File: src/rtl/dspp_pkg.sv
// ----------------------------------------------------------------------------
// dspp_pkg
// Types and constants shared by the depth-scaled patch placer files.
// ----------------------------------------------------------------------------
package dspp_pkg;

  localparam int unsigned MAX_COLS    = 1024;
  localparam int unsigned MAX_ROWS    = 1024;
  localparam int unsigned NUM_PATCHES = 4;

  // divider passes: one overflow bit plus 11 size bits
  localparam int unsigned DIV_STEPS   = 12;

  localparam int unsigned CFG_IDX_W   = 3;
  localparam int unsigned CFG_DATA_W  = 64;

  // configuration register indexes
  localparam logic [CFG_IDX_W-1:0] CFG_RANGE_LIMITS = 3'd0;
  localparam logic [CFG_IDX_W-1:0] CFG_IMAGE_SIZE   = 3'd1;
  localparam logic [CFG_IDX_W-1:0] CFG_PATCH_COUNT  = 3'd2;
  localparam logic [CFG_IDX_W-1:0] CFG_PATCH_0      = 3'd3;
  localparam logic [CFG_IDX_W-1:0] CFG_PATCH_1      = 3'd4;
  localparam logic [CFG_IDX_W-1:0] CFG_PATCH_2      = 3'd5;
  localparam logic [CFG_IDX_W-1:0] CFG_PATCH_3      = 3'd6;

  // patch template register layout, MSB first
  typedef struct packed {
    logic signed [9:0] prop_y;
    logic signed [9:0] prop_x;
    logic [9:0]        min_h;
    logic [9:0]        min_w;
    logic [11:0]       real_h;
    logic [11:0]       real_w;
  } patch_t;

  typedef struct packed {
    logic [1:0]  patch_index;
    logic [9:0]  anchor_x;
    logic [9:0]  anchor_y;
    logic [9:0]  rect_x;
    logic [9:0]  rect_y;
    logic [10:0] rect_width;
    logic [10:0] rect_height;
    logic        last;
  } out_item_t;

endpackage

File: src/rtl/dspp_if.sv
// ----------------------------------------------------------------------------
// dspp channel interfaces
// Valid/ready channels for depth samples, placements and register writes.
// ----------------------------------------------------------------------------
interface dspp_in_if;
  logic        valid;
  logic        ready;
  logic [15:0] depth;

  modport source (output valid, output depth, input ready);
  modport sink   (input valid, input depth, output ready);
endinterface

interface dspp_out_if;
  logic        valid;
  logic        ready;
  logic [1:0]  patch_index;
  logic [9:0]  anchor_x;
  logic [9:0]  anchor_y;
  logic [9:0]  rect_x;
  logic [9:0]  rect_y;
  logic [10:0] rect_width;
  logic [10:0] rect_height;
  logic        last;

  modport source (output valid, output patch_index, output anchor_x, output anchor_y,
                  output rect_x, output rect_y, output rect_width, output rect_height,
                  output last, input ready);
  modport sink   (input valid, input patch_index, input anchor_x, input anchor_y,
                  input rect_x, input rect_y, input rect_width, input rect_height,
                  input last, output ready);
endinterface

interface dspp_cfg_if;
  logic                             valid;
  logic                             ready;
  logic [dspp_pkg::CFG_IDX_W-1:0]  index;
  logic [dspp_pkg::CFG_DATA_W-1:0] data;

  modport source (output valid, output index, output data, input ready);
  modport sink   (input valid, input index, input data, output ready);
endinterface

File: src/rtl/depth_scaled_patch_placer.sv
// ----------------------------------------------------------------------------
// depth_scaled_patch_placer
// Places up to four depth-scaled patch rectangles around each range pixel.
// ----------------------------------------------------------------------------
//  channel | dir | payload                                  | accepted when
//  in_i    | in  | depth                                    | valid & ready
//  out_o   | out | patch_index, anchor, rect, width, height | valid & ready
//  cfg_i   | in  | index, data                              | valid & ready
//
// A rejected depth (zero, out of range, or no templates) is dropped in the
// accept state. Otherwise each template that reaches placement runs two
// passes of the shared multiplier and the restoring divider, for width and
// height, then a size check, two offset multiplies and placement; one that
// fails the size check is dropped there. A flush state then releases the
// held placement. The sequencer takes a new depth only after the flush.
// Reset is asynchronous, active low; no clearing pass. A stalled output
// holds the sequencer only when the held placement has to move into a
// still-full output register.
// ----------------------------------------------------------------------------
module depth_scaled_patch_placer (
  input  logic              clk_i,
  input  logic              rst_ni,
  dspp_in_if.sink           in_i,
  dspp_out_if.source        out_o,
  dspp_cfg_if.sink          cfg_i
);

  localparam logic [2:0] S_IDLE  = 3'd0;
  localparam logic [2:0] S_MUL   = 3'd1;
  localparam logic [2:0] S_DIV   = 3'd2;
  localparam logic [2:0] S_SIZE  = 3'd3;
  localparam logic [2:0] S_OFFX  = 3'd4;
  localparam logic [2:0] S_OFFY  = 3'd5;
  localparam logic [2:0] S_PLACE = 3'd6;
  localparam logic [2:0] S_FLUSH = 3'd7;

  // configuration
  logic [31:0]            range_q;
  logic [21:0]            image_q;
  logic [2:0]             pcount_q;
  dspp_pkg::patch_t       patch_q [dspp_pkg::NUM_PATCHES];

  // control
  logic [2:0]  state_q, state_d;
  logic [1:0]  p_q, p_d;
  logic        dim_q, dim_d;
  logic [3:0]  cnt_q, cnt_d;
  logic [2:0]  npat_q, npat_d;
  logic [9:0]  col_q, col_d;
  logic [9:0]  row_q, row_d;
  logic        pend_v_q, pend_v_d;
  logic        out_v_q, out_v_d;

  // datapath
  logic [15:0] depth_q, depth_d;
  logic [9:0]  ax_q, ax_d;
  logic [9:0]  ay_q, ay_d;
  logic [22:0] rem_q, rem_d;
  logic [27:0] dsh_q, dsh_d;
  logic [11:0] quo_q, quo_d;
  logic [10:0] w_q, w_d;
  logic [10:0] h_q, h_d;
  logic [14:0] rx_q, rx_d;
  logic [14:0] ry_q, ry_d;
  dspp_pkg::out_item_t pend_q, pend_d;
  dspp_pkg::out_item_t out_q, out_d;

  // derived image geometry
  logic [10:0] img_c, img_r, cols, rows;
  logic [15:0] dmin, dmax;
  logic [2:0]  npat_in;
  logic        depth_ok;

  assign img_c = image_q[10:0];
  assign img_r = image_q[21:11];
  assign cols  = (img_c == 11'd0) ? 11'd1 :
                 (img_c > 11'(dspp_pkg::MAX_COLS)) ? 11'(dspp_pkg::MAX_COLS) : img_c;
  assign rows  = (img_r == 11'd0) ? 11'd1 :
                 (img_r > 11'(dspp_pkg::MAX_ROWS)) ? 11'(dspp_pkg::MAX_ROWS) : img_r;
  assign dmin  = range_q[15:0];
  assign dmax  = range_q[31:16];
  assign npat_in = (pcount_q > 3'(dspp_pkg::NUM_PATCHES)) ?
                   3'(dspp_pkg::NUM_PATCHES) : pcount_q;
  assign depth_ok = (in_i.depth != 16'd0) && (in_i.depth >= dmin) && (in_i.depth <= dmax);

  dspp_pkg::patch_t pat;
  assign pat = patch_q[p_q];

  // shared signed multiplier
  logic signed [12:0] mul_a, mul_b;
  logic signed [25:0] prod;

  always_comb begin
    case (state_q)
      S_OFFX: begin
        mul_a = {{3{pat.prop_x[9]}}, pat.prop_x};
        mul_b = {2'b00, w_q};
      end
      S_OFFY: begin
        mul_a = {{3{pat.prop_y[9]}}, pat.prop_y};
        mul_b = {2'b00, h_q};
      end
      default: begin
        mul_a = dim_q ? {3'b000, rows[10:1]} : {3'b000, cols[10:1]};
        mul_b = dim_q ? {1'b0, pat.real_h} : {1'b0, pat.real_w};
      end
    endcase
  end

  assign prod = mul_a * mul_b;

  // size numerator 2*half*real + depth, divisor 2*depth aligned to bit 11
  logic [22:0] num_full;
  logic [27:0] den_sh;
  assign num_full = {1'b0, prod[20:0], 1'b0} + {7'b0, depth_q};
  assign den_sh   = {depth_q, 12'b0};

  // one restoring divider step
  logic        div_ge;
  logic [11:0] quo_nx;
  logic [10:0] size_res;
  assign div_ge   = {5'b0, rem_q} >= dsh_q;
  assign quo_nx   = {quo_q[10:0], div_ge};
  // quotient bit 11 set means the size is far beyond any image
  assign size_res = quo_nx[11] ? 11'h7FF : quo_nx[10:0];

  // rounded offset, floor((prop*size + 128) / 256)
  logic signed [25:0] off_full;
  logic [13:0]        off;
  logic [14:0]        anchor_sel;
  logic [14:0]        rect_new;
  assign off_full   = prod + 26'sd128;
  assign off        = off_full[21:8];
  assign anchor_sel = (state_q == S_OFFY) ? {5'b0, ay_q} : {5'b0, ax_q};
  assign rect_new   = anchor_sel - {off[13], off};

  logic size_bad, fits, last_tpl, out_free;
  logic [14:0] x_end, y_end;
  assign size_bad = (w_q < {1'b0, pat.min_w}) || (h_q < {1'b0, pat.min_h}) ||
                    (w_q == 11'd0) || (h_q == 11'd0) || (w_q > cols) || (h_q > rows);
  assign x_end    = {1'b0, rx_q[13:0]} + {4'b0, w_q};
  assign y_end    = {1'b0, ry_q[13:0]} + {4'b0, h_q};
  assign fits     = !rx_q[14] && !ry_q[14] &&
                    (x_end <= {4'b0, cols}) && (y_end <= {4'b0, rows});
  assign last_tpl = ({1'b0, p_q} + 3'd1) >= npat_q;
  assign out_free = !out_v_q || out_o.ready;

  dspp_pkg::out_item_t cand;
  always_comb begin
    cand.patch_index = p_q;
    cand.anchor_x    = ax_q;
    cand.anchor_y    = ay_q;
    cand.rect_x      = rx_q[9:0];
    cand.rect_y      = ry_q[9:0];
    cand.rect_width  = w_q;
    cand.rect_height = h_q;
    cand.last        = 1'b0;
  end

  logic in_acc;
  assign in_acc = in_i.valid && (state_q == S_IDLE);

  always_comb begin
    state_d  = state_q;
    p_d      = p_q;
    dim_d    = dim_q;
    cnt_d    = cnt_q;
    npat_d   = npat_q;
    col_d    = col_q;
    row_d    = row_q;
    pend_v_d = pend_v_q;
    out_v_d  = out_o.ready ? 1'b0 : out_v_q;
    depth_d  = depth_q;
    ax_d     = ax_q;
    ay_d     = ay_q;
    rem_d    = rem_q;
    dsh_d    = dsh_q;
    quo_d    = quo_q;
    w_d      = w_q;
    h_d      = h_q;
    rx_d     = rx_q;
    ry_d     = ry_q;
    pend_d   = pend_q;
    out_d    = out_q;

    unique case (state_q)
      S_IDLE: begin
        if (in_acc) begin
          depth_d = in_i.depth;
          ax_d    = col_q;
          ay_d    = row_q;
          npat_d  = npat_in;
          p_d     = 2'd0;
          dim_d   = 1'b0;
          if (({1'b0, col_q} + 11'd1) >= cols) begin
            col_d = 10'd0;
            row_d = (({1'b0, row_q} + 11'd1) >= rows) ? 10'd0 : row_q + 10'd1;
          end else begin
            col_d = col_q + 10'd1;
          end
          if (depth_ok && (npat_in != 3'd0)) begin
            state_d = S_MUL;
          end
        end
      end
      S_MUL: begin
        rem_d   = num_full;
        dsh_d   = den_sh;
        quo_d   = 12'd0;
        cnt_d   = 4'(dspp_pkg::DIV_STEPS - 1);
        state_d = S_DIV;
      end
      S_DIV: begin
        if (div_ge) begin
          rem_d = rem_q - dsh_q[22:0];
        end
        quo_d = quo_nx;
        dsh_d = {1'b0, dsh_q[27:1]};
        cnt_d = cnt_q - 4'd1;
        if (cnt_q == 4'd0) begin
          if (!dim_q) begin
            w_d     = size_res;
            dim_d   = 1'b1;
            state_d = S_MUL;
          end else begin
            h_d     = size_res;
            state_d = S_SIZE;
          end
        end
      end
      S_SIZE: begin
        if (size_bad) begin
          if (last_tpl) begin
            state_d = S_FLUSH;
          end else begin
            p_d     = p_q + 2'd1;
            dim_d   = 1'b0;
            state_d = S_MUL;
          end
        end else begin
          state_d = S_OFFX;
        end
      end
      S_OFFX: begin
        rx_d    = rect_new;
        state_d = S_OFFY;
      end
      S_OFFY: begin
        ry_d    = rect_new;
        state_d = S_PLACE;
      end
      S_PLACE: begin
        if (!fits || !pend_v_q || out_free) begin
          if (fits) begin
            // the held placement is not the pixel's final one
            if (pend_v_q) begin
              out_d      = pend_q;
              out_d.last = 1'b0;
              out_v_d    = 1'b1;
            end
            pend_d   = cand;
            pend_v_d = 1'b1;
          end
          if (last_tpl) begin
            state_d = S_FLUSH;
          end else begin
            p_d     = p_q + 2'd1;
            dim_d   = 1'b0;
            state_d = S_MUL;
          end
        end
      end
      S_FLUSH: begin
        if (!pend_v_q) begin
          state_d = S_IDLE;
        end else if (out_free) begin
          out_d      = pend_q;
          out_d.last = 1'b1;
          out_v_d    = 1'b1;
          pend_v_d   = 1'b0;
          state_d    = S_IDLE;
        end
      end
      default: begin
        state_d = S_IDLE;
      end
    endcase
  end

  always_ff @(posedge clk_i or negedge rst_ni) begin
    if (!rst_ni) begin
      state_q  <= S_IDLE;
      p_q      <= 2'd0;
      dim_q    <= 1'b0;
      cnt_q    <= 4'd0;
      npat_q   <= 3'd0;
      col_q    <= 10'd0;
      row_q    <= 10'd0;
      pend_v_q <= 1'b0;
      out_v_q  <= 1'b0;
      range_q  <= 32'd0;
      image_q  <= 22'd0;
      pcount_q <= 3'd0;
      for (int i = 0; i < dspp_pkg::NUM_PATCHES; i++) begin
        patch_q[i] <= '0;
      end
    end else begin
      state_q  <= state_d;
      p_q      <= p_d;
      dim_q    <= dim_d;
      cnt_q    <= cnt_d;
      npat_q   <= npat_d;
      col_q    <= col_d;
      row_q    <= row_d;
      pend_v_q <= pend_v_d;
      out_v_q  <= out_v_d;
      if (cfg_i.valid) begin
        unique case (cfg_i.index)
          dspp_pkg::CFG_RANGE_LIMITS: range_q    <= cfg_i.data[31:0];
          dspp_pkg::CFG_IMAGE_SIZE:   image_q    <= cfg_i.data[21:0];
          dspp_pkg::CFG_PATCH_COUNT:  pcount_q   <= cfg_i.data[2:0];
          dspp_pkg::CFG_PATCH_0:      patch_q[0] <= cfg_i.data;
          dspp_pkg::CFG_PATCH_1:      patch_q[1] <= cfg_i.data;
          dspp_pkg::CFG_PATCH_2:      patch_q[2] <= cfg_i.data;
          dspp_pkg::CFG_PATCH_3:      patch_q[3] <= cfg_i.data;
          default: ;
        endcase
      end
    end
  end

  always_ff @(posedge clk_i) begin
    depth_q <= depth_d;
    ax_q    <= ax_d;
    ay_q    <= ay_d;
    rem_q   <= rem_d;
    dsh_q   <= dsh_d;
    quo_q   <= quo_d;
    w_q     <= w_d;
    h_q     <= h_d;
    rx_q    <= rx_d;
    ry_q    <= ry_d;
    pend_q  <= pend_d;
    out_q   <= out_d;
  end

  assign in_i.ready  = (state_q == S_IDLE);
  assign cfg_i.ready = 1'b1;

  assign out_o.valid       = out_v_q;
  assign out_o.patch_index = out_q.patch_index;
  assign out_o.anchor_x    = out_q.anchor_x;
  assign out_o.anchor_y    = out_q.anchor_y;
  assign out_o.rect_x      = out_q.rect_x;
  assign out_o.rect_y      = out_q.rect_y;
  assign out_o.rect_width  = out_q.rect_width;
  assign out_o.rect_height = out_q.rect_height;
  assign out_o.last        = out_q.last;

endmodule

File: src/flat_wrapper.sv
// flat-port wrapper written by rule: the top's interface ports become plain ports
module depth_scaled_patch_placer_flat 
  (clk_i, rst_ni, in_i_valid, in_i_depth, in_i_ready, out_o_valid, out_o_patch_index, out_o_anchor_x, out_o_anchor_y, out_o_rect_x, out_o_rect_y, out_o_rect_width, out_o_rect_height, out_o_last, out_o_ready, cfg_i_valid, cfg_i_index, cfg_i_data, cfg_i_ready);
  dspp_in_if in_i_i ();
  dspp_out_if out_o_i ();
  dspp_cfg_if cfg_i_i ();
  input  logic clk_i;
  input  logic rst_ni;
  input wire logic [$bits(in_i_i.valid)-1:0] in_i_valid;
  input wire logic [$bits(in_i_i.depth)-1:0] in_i_depth;
  output wire logic [$bits(in_i_i.ready)-1:0] in_i_ready;
  output wire logic [$bits(out_o_i.valid)-1:0] out_o_valid;
  output wire logic [$bits(out_o_i.patch_index)-1:0] out_o_patch_index;
  output wire logic [$bits(out_o_i.anchor_x)-1:0] out_o_anchor_x;
  output wire logic [$bits(out_o_i.anchor_y)-1:0] out_o_anchor_y;
  output wire logic [$bits(out_o_i.rect_x)-1:0] out_o_rect_x;
  output wire logic [$bits(out_o_i.rect_y)-1:0] out_o_rect_y;
  output wire logic [$bits(out_o_i.rect_width)-1:0] out_o_rect_width;
  output wire logic [$bits(out_o_i.rect_height)-1:0] out_o_rect_height;
  output wire logic [$bits(out_o_i.last)-1:0] out_o_last;
  input wire logic [$bits(out_o_i.ready)-1:0] out_o_ready;
  input wire logic [$bits(cfg_i_i.valid)-1:0] cfg_i_valid;
  input wire logic [$bits(cfg_i_i.index)-1:0] cfg_i_index;
  input wire logic [$bits(cfg_i_i.data)-1:0] cfg_i_data;
  output wire logic [$bits(cfg_i_i.ready)-1:0] cfg_i_ready;
  assign in_i_i.valid = in_i_valid;
  assign in_i_i.depth = in_i_depth;
  assign in_i_ready = in_i_i.ready;
  assign out_o_valid = out_o_i.valid;
  assign out_o_patch_index = out_o_i.patch_index;
  assign out_o_anchor_x = out_o_i.anchor_x;
  assign out_o_anchor_y = out_o_i.anchor_y;
  assign out_o_rect_x = out_o_i.rect_x;
  assign out_o_rect_y = out_o_i.rect_y;
  assign out_o_rect_width = out_o_i.rect_width;
  assign out_o_rect_height = out_o_i.rect_height;
  assign out_o_last = out_o_i.last;
  assign out_o_i.ready = out_o_ready;
  assign cfg_i_i.valid = cfg_i_valid;
  assign cfg_i_i.index = cfg_i_index;
  assign cfg_i_i.data = cfg_i_data;
  assign cfg_i_ready = cfg_i_i.ready;
  depth_scaled_patch_placer u_core (.clk_i(clk_i), .rst_ni(rst_ni), .in_i(in_i_i), .out_o(out_o_i), .cfg_i(cfg_i_i));
endmodule
File: config.mk
export PLATFORM = sky130hd
export DESIGN_NAME = depth_scaled_patch_placer_flat
export DESIGN_NICKNAME = d
export VERILOG_FILES = /design/src/rtl/dspp_pkg.sv /design/src/rtl/dspp_if.sv /design/src/rtl/depth_scaled_patch_placer.sv /design/src/flat_wrapper.sv
export SDC_FILE = /design/constraint.sdc
export NUM_CORES = 1
export LEC_CHECK = 0
export CAP_MARGIN = 20
export CORE_MARGIN = 8
export CORE_UTILIZATION = 25
export DETAILED_ROUTE_END_ITERATION = 6
export DONT_BUFFER_PORTS = 1
export GPL_ROUTABILITY_DRIVEN = 0
export PLACE_DENSITY = 0.49
export SYNTH_ARGS = -nofsm -noshare
export SYNTH_HDL_FRONTEND = slang
export SYNTH_SLANG_ARGS = --single-unit
File: constraint.sdc
create_clock -name clk_i -period 20.4 [get_ports clk_i]
set_input_delay 2.04 -clock clk_i [delete_from_list [all_inputs] [get_ports clk_i]]
set_output_delay 2.04 -clock clk_i [all_outputs]
set_load 0.005 [all_outputs]
## After elaboration in Yosys (flattened, before gate mapping)

Cells that the tools add are included.

- Output and inout bits: 68
- Logic and storage cells: 228
- Bits in registers: 627
- Bits of input ports: 88

- Order comparisons: 16
- Bitwise logic cells: 2
- Equality and inequality tests: 24
- $mul: 1
- Reductions and logical operators: 51
- Add/subtract/negate cells: 13
- Multiplexer cells: 60

Operators by type and width:

| operator | number |
|---|---|
| $mux 65 | 5 |
| $pmux 65 s2 | 1 |
| $bmux 64 s2 | 1 |
| $mux 64 | 2 |
| $pmux 28 s2 | 1 |
| $mux 11 | 5 |
| $pmux 23 s2 | 1 |
| $logic_not 11->1 | 4 |
| $mux 10 | 4 |
| $add 14x11->15 | 2 |
| $le 15x11->1 | 2 |
| $ge 23x28->1 | 1 |
| $mux 3 | 9 |
| $pmux 13 s2 | 1 |
| $pmux 12 s2 | 1 |
| $pmux 3 s8 | 1 |
| $add 22x16->23 | 1 |
| $mux 23 | 1 |
| $sub 23x23->23 | 1 |
| $add 10x1->11 const B | 2 |
| $add 22x9->22 const B | 1 |
| $ge 11x11->1 | 2 |
| $gt 11x11->1 | 2 |
| $gt 11x11->1 const B | 2 |
| other kinds (41) | 114 |

## Depth between registers and ports, before layout

- Depth after elaboration: 12
- Mapped depth: 36
- Depth with buffers taken out: 34

## Worst setup path after synthesis

Ideal clock, no wire load.

- Kind: register to register
- Start: reg u_core.h_q[1]
- End: reg u_core.pend_q[10] in the netlist's numbering (enable)
- Data arrival time: 8.175 ns
- Stages on the path, launching flop included: 18
- Slack: 11.647 ns
- Path buffers: 0
- Required time: 19.822 ns
- Clock period less this slack: 8.753 ns
- Library setup time: 0.578 ns
- Cells stage by stage: edfxtp_1 > ha_1 > a21o_1 > a21oi_1 > o21bai_1 > o21ba_2 > o21a_1 > nor2_1 > xnor2_1 > ha_1 > a211oi_1 > o21ai_0 > o221a_2 > o21ai_0 > nand4_1 > a2111o_1 > nor3_2 > nor3b_1

- Longest elaborated chain between the ends: 7

Ends and longest elaborated chain:

| element | RTL line | source |
|---|---|---|
| from (decl) | depth_scaled_patch_placer.sv:62 | `logic [10:0] h_q, h_d;` |
| from (signal assigned) | depth_scaled_patch_placer.sv:340 | `h_q <= h_d;` |
| $add 14x11->15 (*) | depth_scaled_patch_placer.sv:142 | `assign y_end = {1'b0, ry_q[13:0]} + {4'b0, h_q};` |
| $le 15x11->1 (*) | depth_scaled_patch_placer.sv:144 | `(x_end <= {4'b0, cols}) && (y_end <= {4'b0, rows});` |
| $logic_and 1x1->1 (*) | depth_scaled_patch_placer.sv:144 |  |
| $logic_not 1->1 | depth_scaled_patch_placer.sv:253 | `if (!fits \|\| !pend_v_q \|\| out_free) begin` |
| $logic_or 1x1->1 (2 in series) | depth_scaled_patch_placer.sv:253 |  |
| $reduce_and 3->1 (no line) (*) | n/a |  |
| to (signal assigned) | depth_scaled_patch_placer.sv:343 | `pend_q <= pend_d;` |
| to (decl) | depth_scaled_patch_placer.sv:65 | `dspp_pkg::out_item_t pend_q, pend_d;` |

Mark *: on every way between the ends. The rest lies on a longest branch, timed or not.
A chain may end at the register's enable or synchronous reset.

## Final worst setup path

- Start: reg u_core.p_q[0]
- End: reg u_core.rx_q[11], data pin

- Longest elaborated chain between the ends: 9
- Elaborated cells on any way between the ends: 10
- Those cells by class: add/sub: 2; mul: 1; mux: 6; bitwise: 1

Ends and longest elaborated chain:

| element | RTL line | source |
|---|---|---|
| from (decl) | depth_scaled_patch_placer.sv:45 | `logic [1:0] p_q, p_d;` |
| from (signal assigned) | depth_scaled_patch_placer.sv:309 | `p_q <= p_d;` |
| $not 2->3 (not written as such) (*) | depth_scaled_patch_placer.sv:87 | `assign pat = patch_q[p_q];` |
| $bmux 64 s2 (*) | depth_scaled_patch_placer.sv:87 |  |
| $mux 64 (not written as such) (*) (2 in series) | depth_scaled_patch_placer.sv:87 |  |
| $mux 12 | depth_scaled_patch_placer.sv:105 | `mul_b = dim_q ? {1'b0, pat.real_h} : {1'b0, pat.real_w};` |
| $pmux 12 s2 | depth_scaled_patch_placer.sv:94 | `case (state_q)` |
| $mul 13x13->22 (*) | depth_scaled_patch_placer.sv:110 | `assign prod = mul_a * mul_b;` |
| $add 22x9->22 (*) | depth_scaled_patch_placer.sv:132 | `assign off_full = prod + 26'sd128;` |
| $sub 15x15->15 (*) | depth_scaled_patch_placer.sv:135 | `assign rect_new = anchor_sel - {off[13], off};` |
| named net u_core.rect_new[11] | depth_scaled_patch_placer.sv:131 | `logic [14:0] rect_new;` |
| to (signal assigned) | depth_scaled_patch_placer.sv:341 | `rx_q <= rx_d;` |
| to (decl) | depth_scaled_patch_placer.sv:63 | `logic [14:0] rx_q, rx_d;` |

The timed path passes the listed nets; every way through them passes the cells marked *. The select of a mux whose other input is x is not followed.

==> flow_metrics.py <==
metrics = {
    "status": {
        "status": "completed",
    },
    "detailed_routing": {
        "detail-route-antenna-nets": 0,
        "remaining_drc_errors": 0,
        "wirelength_um": 112000,
        "vias": 23662,
        "dr.pass1.iters": 5,
        "wire_per_inst_um": 22.1,
        "viasPerCell": 4.68,
        "initialDrtViolationCount": 1824,
    },
    "cts": {
        "cts_tree": "done",
        "cts_setup_buffers": 0,
        "cts.clk_slew.worst_paths_ns": 0.07,
        "cts.sinks": 627,
        "clk_latency_ns": 0.66,
        "post_cts_resized": 0,
        "root_buffer": "clkbuf_16",
        "htree_levels": 3,
        "hold_buffers": 0,
        "cts_made_buffers": 71,
        "clock_tree.buffer_depth": 3,
    },
    "yosys": {
        "synth-async-reset-ratio": 0.555,
        "synthMuxAreaShare": 0.139,
        "syn_nets": 3498,
        "synth_edf_count": 279,
        "synth_top_area_frac": 0.239,
        "synth_compound_area_frac": 0.0853,
        "syn_avg_cell_area_um2": 12.0,
        "yosys.area_share.simple": 0.0865,
        "synth_xor_xnor_area_share": 0.0261,
        "synth_top_family_by_area": "adder cells",
        "synth_fa_ha_area_frac": 0.153,
        "synth_flop_cell": "dfrtp_1",
        "syn-instance-count": 3038,
        "synth_seq_cells": 627,
        "yosys.area.top_type": "dfrtp_1",
        "yosysWarningCount": 0,
        "ys_seq_area_frac": 0.468,
        "synth_area_um2": 36500,
        "synth.area.top_cells": "dfrtp_1 24%, edfxtp_1 23%, mux2_2 9.2%",
        "synth_cell_type_count": 85,
    },
    "final_layout": {
        "drive_above_1_share": 0.190,
        "layout_commonest_cell": "dfrtp_1",
        "fillCellCount": 14792,
        "nets": 3543,
        "layout_common_cells": "345 x dfrtp_1, 299 x mux2_2, 296 x inv_1",
        "syn_to_final_growth_pct": 13.7,
    },
    "placement": {
        "hpwl_um": 82900,
        "io_buffer_count": 0,
    },
    "setup_path": {
        "cp-end-kind": "register",
        "cp.required_ns": 20.78,
        "r2r_setup_slack_ns": 10.77,
        "timing.rr.end": "u_core.rx_q[11]",
        "slowest_stage": "dfrtp_4",
        "ff2ff_path_depth": 30,
        "reg2reg_from": "u_core.p_q[0]",
        "max_stage_delay_ns": 0.72,
        "cp_max_fo": 24,
        "cp.arrival_ns": 10.01,
        "crit_type": "reg2reg",
        "worst_setup_path_start_kind": "register",
        "crit_top_cell": "fa_1",
    },
    "die": {
        "io_pins": 156,
        "num_rows": 140,
        "die_x_um": 398,
        "die-area_um2": 158000,
        "start_util": 0.251,
        "die_h_um": 398,
        "core_um2": 145000,
    },
    "sta": {
        "setup_tns_ns": 0,
        "maxSlewHeadroom": 0.278,
        "rsz0062_at_grt": "no",
        "period_needed_ns": 9.63,
        "setup_violations": 0,
        "fin_crit_sh": 0.472,
        "max_freq_ghz": 0.104,
        "worst_pin_slew_ns": 1.07,
        "fin_skew_ns": 0.0226,
        "hold_violations": 0,
        "finalMaxSlewViolations": 0,
    },
    "hold_path": {
        "hold_depth": 0,
        "hp-class": "reg2reg",
        "min_to": "u_core.out_o.rect_x[2]",
        "hp-start": "u_core.pend_q[35]",
    },
    "grt": {
        "grt_pass1_vias": 24096,
        "grt_overflow_total": 0,
        "grt_usage": 0.139,
        "antenna_found_initial": 10,
        "grt_max_degree": 349,
        "grt_pass1_wl_um": 165000,
    },
    "job": {
        "maxCapViolations": 0,
    },
}
## layer usage
metal / global-route usage / wire length, µm / vias to the layer above
met5: 0 / 0 / -
met4: 0.0374 / 2920 / 0
met3: 0.0401 / 8350 / 149
met2: 0.220 / 50400 / 620
met1: 0.186 / 50100 / 12023
li1: - / - / 10870
## metrics by stage
stage	cell area (µm²)	utilization	cells	hold slack, ns	worst slack (ns)
floorplan	36500	-	3038	0.400	11.65
global placement	39100	0.269	4925	0.404	10.84
detailed placement	39100	0.269	4926	0.405	10.78
CTS	41400	0.285	5049	0.411	10.76
global route	41500	0.285	5050	0.418	10.07
finish	41500	0.285	5051	0.412	10.77
## critical path, delay by kind of cell, from the launching register on
| kind | cells | cell delay, ns |
|---|---|---|
| and+or+nand+nor | 5 | 0.73 |
| buffers and inverters | 5 | 0.73 |
| DFF | 1 | 0.72 |
| adders and majority gates | 7 | 3.26 |
| xor gates and xnor gates | 3 | 0.79 |
| AOI/OAI and AO/OA | 8 | 2.11 |
| muxes | 2 | 0.96 |
## area by class of cell
| class | count | area [µm²] | area share |
|---|---|---|---|
| clock inverters | 27 | 385 | 0.00930 |
| diodes | 1 | 2.50 | 0.0000604 |
| well taps | 1917 | 2400 | 0.0579 |
| multi-input cells | 2012 | 17900 | 0.432 |
| inverters | 298 | 1120 | 0.0270 |
| clock buffers | 96 | 1980 | 0.0478 |
| repair buffers | 73 | 546 | 0.0132 |
| flip-flops and latches | 627 | 17100 | 0.412 |
## state kept, by name (all words and copies together) (netlist names), 15 cells and up
register	count
u_core.pend_q	64
u_core.depth_q	16
u_core.patch_q	256
u_core.rx_q	15
u_core.ry_q	15
u_core.dsh_q	28
u_core.rem_q	23
u_core.image_q	22
u_core.range_q	32
## cells in the mapped netlist, drive strengths merged, types with 6 or more instances
master and count:
dfrtp 348, mux2 299, inv 298, edfxtp 279, ha 247, nand2 234
nor2 159, o21ai 143, fa 125, a21oi 107, clkbuf 81, xnor2 72
mux4 64, a21o 50, nand3 48, o21a 39, nand2b 35, xor2 35
nor2b 29, nor3 29, and2 27, mux2i 25, nand4 24, buf 20
o21bai 20, nor4 18, a211oi 16, and3 16, or2 16, a31oi 12
o31ai 12, a22o 11, or3 6
## how the worst max path moves through the flow
stage | startpoint | end | slack (ns) | cells after the start
after floorplan | u_core.h_q[1] | u_core.pend_q[10] | 11.65 | 17
after global placement | u_core.p_q[0] | u_core.rx_q[13] | 10.84 | 30
after detailed placement | u_core.p_q[0] | u_core.rx_q[13] | 10.78 | 30
after CTS | u_core.p_q[0] | u_core.rx_q[13] | 10.76 | 30
after global routing | u_core.p_q[0] | u_core.rx_q[11] | 10.07 | 30
final | u_core.p_q[0] | u_core.rx_q[11] | 10.77 | 30
## logic make-up (layout without fill, tap and decap cells)
kind of cell | after synthesis | in the layout
fa+ha+maj | 372 | 372
mux | 388 | 388
simple gates | 665 | 665
buf+inv | 399 | 494
flops | 627 | 627
other cells | 1 | 2
compound gates | 479 | 479
xor+xnor | 107 | 107
Power is left out: the tool's default activity adds up to more than one toggle a clock period on the data nets, which glitch-free logic cannot reach.
